[config.mk]
export PLATFORM = sky130hd
export DESIGN_NAME = sha1_message_digest_core
export DESIGN_NICKNAME = d
export VERILOG_FILES = /design/src/hw/rtl/sha1md_pkg.sv /design/src/hw/rtl/sha1md_sched.sv /design/src/hw/rtl/sha1md_round.sv /design/src/hw/rtl/sha1_message_digest_core.sv
export VERILOG_INCLUDE_DIRS = /design/src /design/src/hw/rtl
export SDC_FILE = /design/constraint.sdc
export NUM_CORES = 2
export LEC_CHECK = 0
export BUFFER_PORTS_ARGS = -buffer_cell sky130_fd_sc_hd__buf_2
export CORE_MARGIN = 8
export CORE_UTILIZATION = 50
export DETAILED_ROUTE_END_ITERATION = 8
export PLACE_DENSITY_LB_ADDON = 0.08
export SYNTH_ARGS = -nofsm -noshare
export SYNTH_HDL_FRONTEND = slang
export SYNTH_SLANG_ARGS = --single-unit
[constraint.sdc]
create_clock -name clk -period 16.5 [get_ports clk]
set_input_delay 0.825 -clock clk [delete_from_list [all_inputs] [get_ports clk]]
set_output_delay 0.825 -clock clk [all_outputs]
set_load 0.005 [all_outputs]
[src/hw/rtl/sha1_message_digest_core_defines.svh]
// Assertion macros shared by the SHA-1 digest core RTL.
`ifndef SHA1_MESSAGE_DIGEST_CORE_DEFINES_SVH
`define SHA1_MESSAGE_DIGEST_CORE_DEFINES_SVH

// Same-cycle implication, sampled on clk, off while rst_n is low.
`define SHA1MD_ASSERT_IMP(lbl, ante, cons, msg) \
    lbl: assert property (@(posedge clk) disable iff (!rst_n) (ante) |-> (cons)) \
        else $error(msg);

// Next-cycle implication, sampled on clk, off while rst_n is low.
`define SHA1MD_ASSERT_NXT(lbl, ante, cons, msg) \
    lbl: assert property (@(posedge clk) disable iff (!rst_n) (ante) |=> (cons)) \
        else $error(msg);

`endif

[src/hw/rtl/sha1md_pkg.sv]
// Types and constants of the SHA-1 digest core.
`timescale 1ns / 1ps

package sha1md_pkg;

    // Initial chaining values h0..h4
    localparam logic [31:0] H_INIT [5] = '{
        32'h67452301, 32'hEFCDAB89, 32'h98BADCFE, 32'h10325476, 32'hC3D2E1F0
    };

    // Round constants, one per 20-round phase
    localparam logic [31:0] K_PH0 = 32'h5A827999;
    localparam logic [31:0] K_PH1 = 32'h6ED9EBA1;
    localparam logic [31:0] K_PH2 = 32'h8F1BBCDC;
    localparam logic [31:0] K_PH3 = 32'hCA62C1D6;

    // Round numbering
    localparam logic [6:0] LAST_ROUND   = 7'd79;
    localparam logic [6:0] ROUNDS       = 7'd80;
    localparam logic [6:0] EXPAND_START = 7'd16;
    localparam logic [6:0] PH1_START    = 7'd20;
    localparam logic [6:0] PH2_START    = 7'd40;
    localparam logic [6:0] PH3_START    = 7'd60;

    // Block byte positions
    localparam logic [5:0] LAST_POS    = 6'd63;
    localparam logic [5:0] PRE_LEN_POS = 6'd55;

    // Padding marker byte
    localparam logic [7:0] PAD_BYTE  = 8'h80;
    localparam logic [7:0] ZERO_BYTE = 8'h00;

    // Index of the final digest word
    localparam logic [2:0] LAST_IDX = 3'd4;

    // Control of the message schedule window
    typedef struct packed {
        logic       load;    // shift one byte in
        logic       step;    // advance one round
        logic       expand;  // round uses expanded word
        logic [7:0] data;    // byte to shift in
    } sched_ctrl_t;

endpackage

[src/hw/rtl/sha1md_sched.sv]
// Message block window: byte loader and SHA-1 word schedule.
`timescale 1ns / 1ps

module sha1md_sched
(
    input  logic                    clk,
    input  sha1md_pkg::sched_ctrl_t ctrl,
    output logic [31:0]             w
);

    // 16 words, oldest word in the top bits
    logic [511:0] win_reg;
    logic [511:0] win_next;
    logic [31:0]  mix;

    // Schedule recurrence from fixed taps of the window
    always_comb
    begin
        mix = win_reg[95:64] ^ win_reg[255:224] ^ win_reg[447:416] ^ win_reg[511:480];
        if (ctrl.expand)
        begin
            w = {mix[30:0], mix[31]};
        end
        else
        begin
            w = win_reg[511:480];
        end
    end

    // Byte shift for loading, word shift for rounds
    always_comb
    begin
        win_next = win_reg;
        if (ctrl.load)
        begin
            win_next = {win_reg[503:0], ctrl.data};
        end
        else if (ctrl.step)
        begin
            win_next = {win_reg[479:0], w};
        end
    end

    always_ff @(posedge clk)
    begin
        win_reg <= win_next;
    end

endmodule

[src/hw/rtl/sha1md_round.sv]
// One SHA-1 round: shared datapath used once per cycle by the sequencer.
`timescale 1ns / 1ps

module sha1md_round
(
    input  logic [6:0]  round,
    input  logic [31:0] a,
    input  logic [31:0] b,
    input  logic [31:0] c,
    input  logic [31:0] d,
    input  logic [31:0] e,
    input  logic [31:0] w,
    output logic [31:0] t
);

    logic [31:0] f;
    logic [31:0] k;

    // Boolean function and constant by phase
    always_comb
    begin
        if (round < sha1md_pkg::PH1_START)
        begin
            f = (b & c) | (~b & d);
            k = sha1md_pkg::K_PH0;
        end
        else if (round < sha1md_pkg::PH2_START)
        begin
            f = b ^ c ^ d;
            k = sha1md_pkg::K_PH1;
        end
        else if (round < sha1md_pkg::PH3_START)
        begin
            f = (b & c) | (b & d) | (c & d);
            k = sha1md_pkg::K_PH2;
        end
        else
        begin
            f = b ^ c ^ d;
            k = sha1md_pkg::K_PH3;
        end
    end

    // New a
    assign t = {a[26:0], a[31:27]} + f + e + w + k;

endmodule

[src/hw/rtl/sha1_message_digest_core.sv]
// Top level of the SHA-1 digest core: sequencer, hash state and output.
//
// Input stream: s_tdata holds a message byte, s_tuser[0] says the byte is
// valid, s_tlast ends the message (with or without a byte). Output stream:
// five beats per message, h0 first, m_tuser giving the word index and
// m_tlast set on h4.
// Timing: s_tready is high only while the core idles. A beat that fills the
// 64-byte block starts a compression: 80 rounds on the single shared round
// unit, then the chaining add. After the ending beat the core shifts padding
// and length in at one byte per cycle, pausing for a compression whenever
// the block fills, runs one or two compressions, then presents the digest.
// Reset clears the sequencer and loads the initial hash; no clearing pass.
// While the receiver stalls, the current digest beat holds and no input
// is taken; after the h4 beat the hash and bit count return to reset values.
`timescale 1ns / 1ps
`include "sha1_message_digest_core_defines.svh"

module sha1_message_digest_core
(
    input  logic        clk,
    input  logic        rst_n,
    input  logic        s_tvalid,
    output logic        s_tready,
    input  logic [7:0]  s_tdata,   // [7:0] msg_byte
    input  logic [0:0]  s_tuser,   // [0] has_byte
    input  logic        s_tlast,   // end_msg
    output logic        m_tvalid,
    input  logic        m_tready,
    output logic [31:0] m_tdata,   // [31:0] digest_word
    output logic [2:0]  m_tuser,   // [2:0] word_index
    output logic        m_tlast    // last_word
);

    typedef enum logic [2:0] {S_IDLE, S_PAD, S_LEN, S_ROUND, S_ADD, S_OUT} state_t;

    state_t      state_reg, state_next;
    logic [5:0]  pos_reg, pos_next;
    logic [63:0] bit_len_reg, bit_len_next;
    logic [6:0]  round_reg, round_next;
    logic [2:0]  out_idx_reg, out_idx_next;
    logic        pad_active_reg, pad_active_next;
    logic        pad_first_reg, pad_first_next;
    logic        final_reg, final_next;
    logic [31:0] hash_reg [5];
    logic [31:0] hash_next [5];
    logic [31:0] work_reg [5];

    logic                    launch;
    logic [5:0]              len_sel;
    logic [31:0]             sched_w;
    logic [31:0]             round_t;
    sha1md_pkg::sched_ctrl_t sched_ctrl;

    // Length bytes go out most significant first
    assign len_sel = {~pos_reg[2:0], 3'b000};

    // Sequencer next-state logic
    always_comb
    begin
        state_next      = state_reg;
        pos_next        = pos_reg;
        bit_len_next    = bit_len_reg;
        round_next      = round_reg;
        out_idx_next    = out_idx_reg;
        pad_active_next = pad_active_reg;
        pad_first_next  = pad_first_reg;
        final_next      = final_reg;
        hash_next       = hash_reg;
        sched_ctrl      = '0;
        launch          = 1'b0;
        case (state_reg)
            S_IDLE:
            begin
                if (s_tvalid)
                begin
                    if (s_tuser[0])
                    begin
                        sched_ctrl.load = 1'b1;
                        sched_ctrl.data = s_tdata;
                        bit_len_next    = bit_len_reg + 64'd8;
                        pos_next        = pos_reg + 6'd1;
                    end
                    if (s_tlast)
                    begin
                        pad_active_next = 1'b1;
                        pad_first_next  = 1'b1;
                    end
                    if (s_tuser[0] && pos_reg == sha1md_pkg::LAST_POS)
                    begin
                        launch = 1'b1;
                    end
                    else if (s_tlast)
                    begin
                        state_next = S_PAD;
                    end
                end
            end
            S_PAD:
            begin
                sched_ctrl.load = 1'b1;
                sched_ctrl.data = pad_first_reg ? sha1md_pkg::PAD_BYTE
                                                : sha1md_pkg::ZERO_BYTE;
                pad_first_next  = 1'b0;
                pos_next        = pos_reg + 6'd1;
                if (pos_reg == sha1md_pkg::LAST_POS)
                begin
                    launch = 1'b1;
                end
                else if (pos_reg == sha1md_pkg::PRE_LEN_POS)
                begin
                    state_next = S_LEN;
                end
            end
            S_LEN:
            begin
                sched_ctrl.load = 1'b1;
                sched_ctrl.data = bit_len_reg[len_sel +: 8];
                pos_next        = pos_reg + 6'd1;
                if (pos_reg == sha1md_pkg::LAST_POS)
                begin
                    launch     = 1'b1;
                    final_next = 1'b1;
                end
            end
            S_ROUND:
            begin
                sched_ctrl.step   = 1'b1;
                sched_ctrl.expand = (round_reg >= sha1md_pkg::EXPAND_START);
                round_next        = round_reg + 7'd1;
                if (round_reg == sha1md_pkg::LAST_ROUND)
                begin
                    state_next = S_ADD;
                end
            end
            S_ADD:
            begin
                for (int i = 0; i < 5; i++)
                begin
                    hash_next[i] = hash_reg[i] + work_reg[i];
                end
                if (final_reg)
                begin
                    state_next   = S_OUT;
                    out_idx_next = 3'd0;
                end
                else if (pad_active_reg)
                begin
                    state_next = S_PAD;
                end
                else
                begin
                    state_next = S_IDLE;
                end
            end
            S_OUT:
            begin
                if (m_tready)
                begin
                    out_idx_next = out_idx_reg + 3'd1;
                    if (out_idx_reg == sha1md_pkg::LAST_IDX)
                    begin
                        state_next      = S_IDLE;
                        hash_next       = sha1md_pkg::H_INIT;
                        bit_len_next    = 64'd0;
                        pad_active_next = 1'b0;
                        final_next      = 1'b0;
                    end
                end
            end
            default:
            begin
                state_next = S_IDLE;
            end
        endcase
        if (launch)
        begin
            state_next = S_ROUND;
            round_next = 7'd0;
        end
    end

    // State and registered control
    always_ff @(posedge clk or negedge rst_n)
    begin
        if (!rst_n)
        begin
            state_reg      <= S_IDLE;
            pos_reg        <= 6'd0;
            bit_len_reg    <= 64'd0;
            round_reg      <= 7'd0;
            out_idx_reg    <= 3'd0;
            pad_active_reg <= 1'b0;
            pad_first_reg  <= 1'b0;
            final_reg      <= 1'b0;
            hash_reg       <= sha1md_pkg::H_INIT;
        end
        else
        begin
            state_reg      <= state_next;
            pos_reg        <= pos_next;
            bit_len_reg    <= bit_len_next;
            round_reg      <= round_next;
            out_idx_reg    <= out_idx_next;
            pad_active_reg <= pad_active_next;
            pad_first_reg  <= pad_first_next;
            final_reg      <= final_next;
            hash_reg       <= hash_next;
        end
    end

    // Working variables a..e
    always_ff @(posedge clk)
    begin
        if (launch)
        begin
            work_reg <= hash_reg;
        end
        else if (state_reg == S_ROUND)
        begin
            work_reg[0] <= round_t;
            work_reg[1] <= work_reg[0];
            work_reg[2] <= {work_reg[1][1:0], work_reg[1][31:2]};
            work_reg[3] <= work_reg[2];
            work_reg[4] <= work_reg[3];
        end
    end

    sha1md_sched u_sched
    (
        .clk  (clk),
        .ctrl (sched_ctrl),
        .w    (sched_w)
    );

    sha1md_round u_round
    (
        .round (round_reg),
        .a     (work_reg[0]),
        .b     (work_reg[1]),
        .c     (work_reg[2]),
        .d     (work_reg[3]),
        .e     (work_reg[4]),
        .w     (sched_w),
        .t     (round_t)
    );

    // Stream outputs
    assign s_tready = (state_reg == S_IDLE);
    assign m_tvalid = (state_reg == S_OUT);
    assign m_tdata  = hash_reg[out_idx_reg];
    assign m_tuser  = out_idx_reg;
    assign m_tlast  = (out_idx_reg == sha1md_pkg::LAST_IDX);

    // Checks
    `SHA1MD_ASSERT_IMP(a_no_overlap, s_tready, !m_tvalid, "input taken during digest output")
    `SHA1MD_ASSERT_IMP(a_round_bound, state_reg == S_ROUND, round_reg < sha1md_pkg::ROUNDS,
        "round counter past last round")
    `SHA1MD_ASSERT_NXT(a_round_done, state_reg == S_ROUND && round_reg == sha1md_pkg::LAST_ROUND,
        state_reg == S_ADD, "compression did not end in chaining add")
    `SHA1MD_ASSERT_NXT(a_digest_reset, m_tvalid && m_tready && m_tlast,
        bit_len_reg == 64'd0 && pos_reg == 6'd0 && hash_reg[0] == sha1md_pkg::H_INIT[0],
        "state not reset after digest")

endmodule
==> impl_metrics.json <==
{
  "via_per_inst": 5.70,
  "synth_cells": 5717,
  "cpMostUsedCell": "a21o_1",
  "fin_util_pct": 54.9,
  "p_per_area_nw_per_um2": 240,
  "grt_usage_pct": 25.3,
  "synth-edff-count": 672,
  "syn_nets": 6055,
  "io_buffers": 51,
  "ctsResizeCount": 0,
  "clock_latency_ps": 730,
  "async_flop_share_pct": 26.6,
  "syn2layout_area_growth_pct": 9.08,
  "antenna_left": 0,
  "die_h_um": 344,
  "grt_pass1_vias": 39000,
  "dieArea_um2": 118000,
  "initial_core_util_pct": 50.4,
  "rows": 120,
  "grt_overflow": 0,
  "ys_warn_count": 0,
  "clkTransAtPathRegs_ps": 70,
  "ys.flop_type": "edfxtp_1",
  "antenna_found_initial": 2,
  "endpoint_kind": "register",
  "grt_max_degree": 215,
  "largest_reg_flops": 512,
  "grt_pass1_wl_um": 234000,
  "clock_skew_ps": 62.7,
  "finalWorstSetupSlack_ps": 9910,
  "drive_gt1_share_pct": 7.06,
  "post-place-ws_ps": 9970,
  "routed_wl_um": 153000,
  "critPathBufInv": 4,
  "design_area_um2": 58700,
  "worst_pin_slew_ps": 1150,
  "yosysTopAreaCell": "edfxtp_1",
  "finalNetCount": 5989,
  "crit_required_ps": 16920,
  "layout_min_cycle_time_ps": 6590,
  "cts_htree_levels": 3,
  "io_pins": 52,
  "core_area_um2": 107000,
  "worstPathMaxFanout": 32,
  "crit_family": "compound AO/OA/AOI/OAI gates",
  "hold_class": "primary input to async pin",
  "netlist_top_cells_area": "edfxtp_1, nand2_1, dfrtp_1",
  "outcome": "finished clean",
  "dp_hpwl_um": 106000,
  "vias": 40800,
  "seq_area_frac_synth_pct": 49.0,
  "dp.cells": 6949,
  "slowest_delay_ps": 770,
  "ir_drop_mv": 0.176,
  "cts_buffers": 103,
  "slew-limit-headroom_pct": 23.1,
  "cts_tree": "yes",
  "syn-cell-area_um2": 53800,
  "final.period_utilization_pct": 39.9,
  "maxCapViolCount": 0,
  "p_leak_uw": 0.0254,
  "drtIter0Drc": 3744,
  "max_freq_ghz": 0.152,
  "clk_path_buf_depth": 3,
  "slowest_stage": "a2111oi_0",
  "place_area_um2": 55300,
  "fp.dieW_um": 344,
  "syn_avg_cell_area_um2": 9.42,
  "yosys_register_bits": 915,
  "finalWeightedCongestion": 0.929,
  "wl_per_cell_um": 21.4,
  "crit_chain": "o21ai_0 > nand2_1 > buf_4 > inv_1 > nor2_2 > buf_4 > inv_1 > a21o_1 > fa_1 > fa_1 > ha_1 > a21o_1 > a21o_1 > a2111oi_0 > o311ai_0 > o211ai_1 > a31oi_1 > a211o_1 > a21oi_1 > xor2_1 > o21ai_0",
  "ys_types": 77,
  "crit_type": "register to register",
  "post_cts_buffers": 0,
  "synth_top_area_share_pct": 37.5,
  "crit_arrival_ps": 7010,
  "slew_violations": 0,
  "route.detailed.drc": 0,
  "cts_root_buf": "clkbuf_16",
  "rsz0062_at_grt": "no",
  "firstDrtPassIters": 5,
  "crit_path_start_kind": "register",
  "cts_sinks": 915,
  "finalHoldViolCount": 0,
  "tns_ps": 0,
  "hold_buffers": 0,
  "setup_viol": 0,
  "layout.cells.non_filler": 7145
}
-- metal layers --
metal  global-route usage (%)  wire [µm]
met5                        0          0
met4                     8.45       5750
met3                     3.40       9760
met2                     39.1      68300
met1                     36.7      68800
-- logic make-up (layout without fill, tap and decap cells) --
kind of cell               count (synthesis)  after routing  share of synthesized area (%)
and+or+nand+nor                         2656           2656                           20.0
AOI/OAI and AO/OA                        929            929                           10.6
other                                      0              3                              0
adders and majority gates                324            324                           9.16
xor gates and xnor gates                 311            311                           5.06
DFF                                      915            915                           49.0
buffers and inverters                    483            505                           3.38
muxes                                     99             99                           2.89
-- layout by cell type, fill, tap and decap left out, drive strengths merged, types with 140 or more instances in the layout --
master and count:
a21oi 249, clkbuf 140, dfrtp 163, edfxtp 672, ha 207, inv 220, nand2 2065, nor2 243
o21ai 331, xnor2 201
-- worst paths after layout --
| path | slack (ps) | to | startpoint | depth (start not counted) |
|---|---|---|---|---|
| max | 9910 | work_reg[156] | round_reg[3] | 21 |
| min | 240 | bit_len_reg[19] | rst_n | 1 |
| max reg2reg | 9910 | work_reg[156] | round_reg[3] | 21 |
| min reg2reg | 470 | pos_reg[5] | pos_reg[5] | 1 |
| max in group asynchronous | 14270 | hash_reg[27] | rst_n | 3 |
| min in group clk | 450 | pad_active_reg | s_tlast | 2 |
-- power breakdown --
group | switching [µW] | total, µW | internal [µW]
logic | 4270 | 7080 | 2810
registers | 684 | 4690 | 4000
clock network | 989 | 2310 | 1320
total | 5940 | 14100 | 8130
-- stage by stage --
stage | hold WS, ps | power (µW)
after CTS | 235 | 14100
final | 235 | 14100
after global routing | 266 | 15200
after global placement | 450 | 11700
after detailed placement | 456 | 11800
after floorplan | 435 | 10100
-- cell type report --
| class | instances | area [µm²] |
|---|---|---|
| Antenna cell | 3 | 7.51 |
| Clock buffer | 140 | 2880 |
| Tap cell | 1403 | 1760 |
| Clock inverter | 53 | 529 |
| Multi-Input combinational cell | 4319 | 25700 |
| Fill cell | 9696 | 48200 |
| Sequential cell | 915 | 26400 |
| Timing Repair Buffer | 94 | 638 |
| Inverter | 218 | 818 |
-- worst reg2reg max path, stage by stage (launching register included) --
cell and delay (ps):
dfrtp_1 470, o21ai_0 130, nand2_1 90, buf_4 380, inv_1 260, nor2_2 140
buf_4 320, inv_1 410, a21o_1 300, fa_1 420, fa_1 410, ha_1 230
a21o_1 160, a21o_1 190, a2111oi_0 770, o311ai_0 390, o211ai_1 340, a31oi_1 210
a211o_1 300, a21oi_1 170, xor2_1 150, o21ai_0 80
-- synthesized netlist by cell type, types with 110 or more instances --
cell type	n
a21oi_1	249
clkbuf_1	223
dfrtp_1	163
edfxtp_1	672
fa_1	117
ha_1	207
inv_1	218
nand2_1	2065
nor2_1	243
o21ai_0	331
xnor2_1	201
xor2_1	110
No activity file was read; power rests on OpenSTA's default activity.
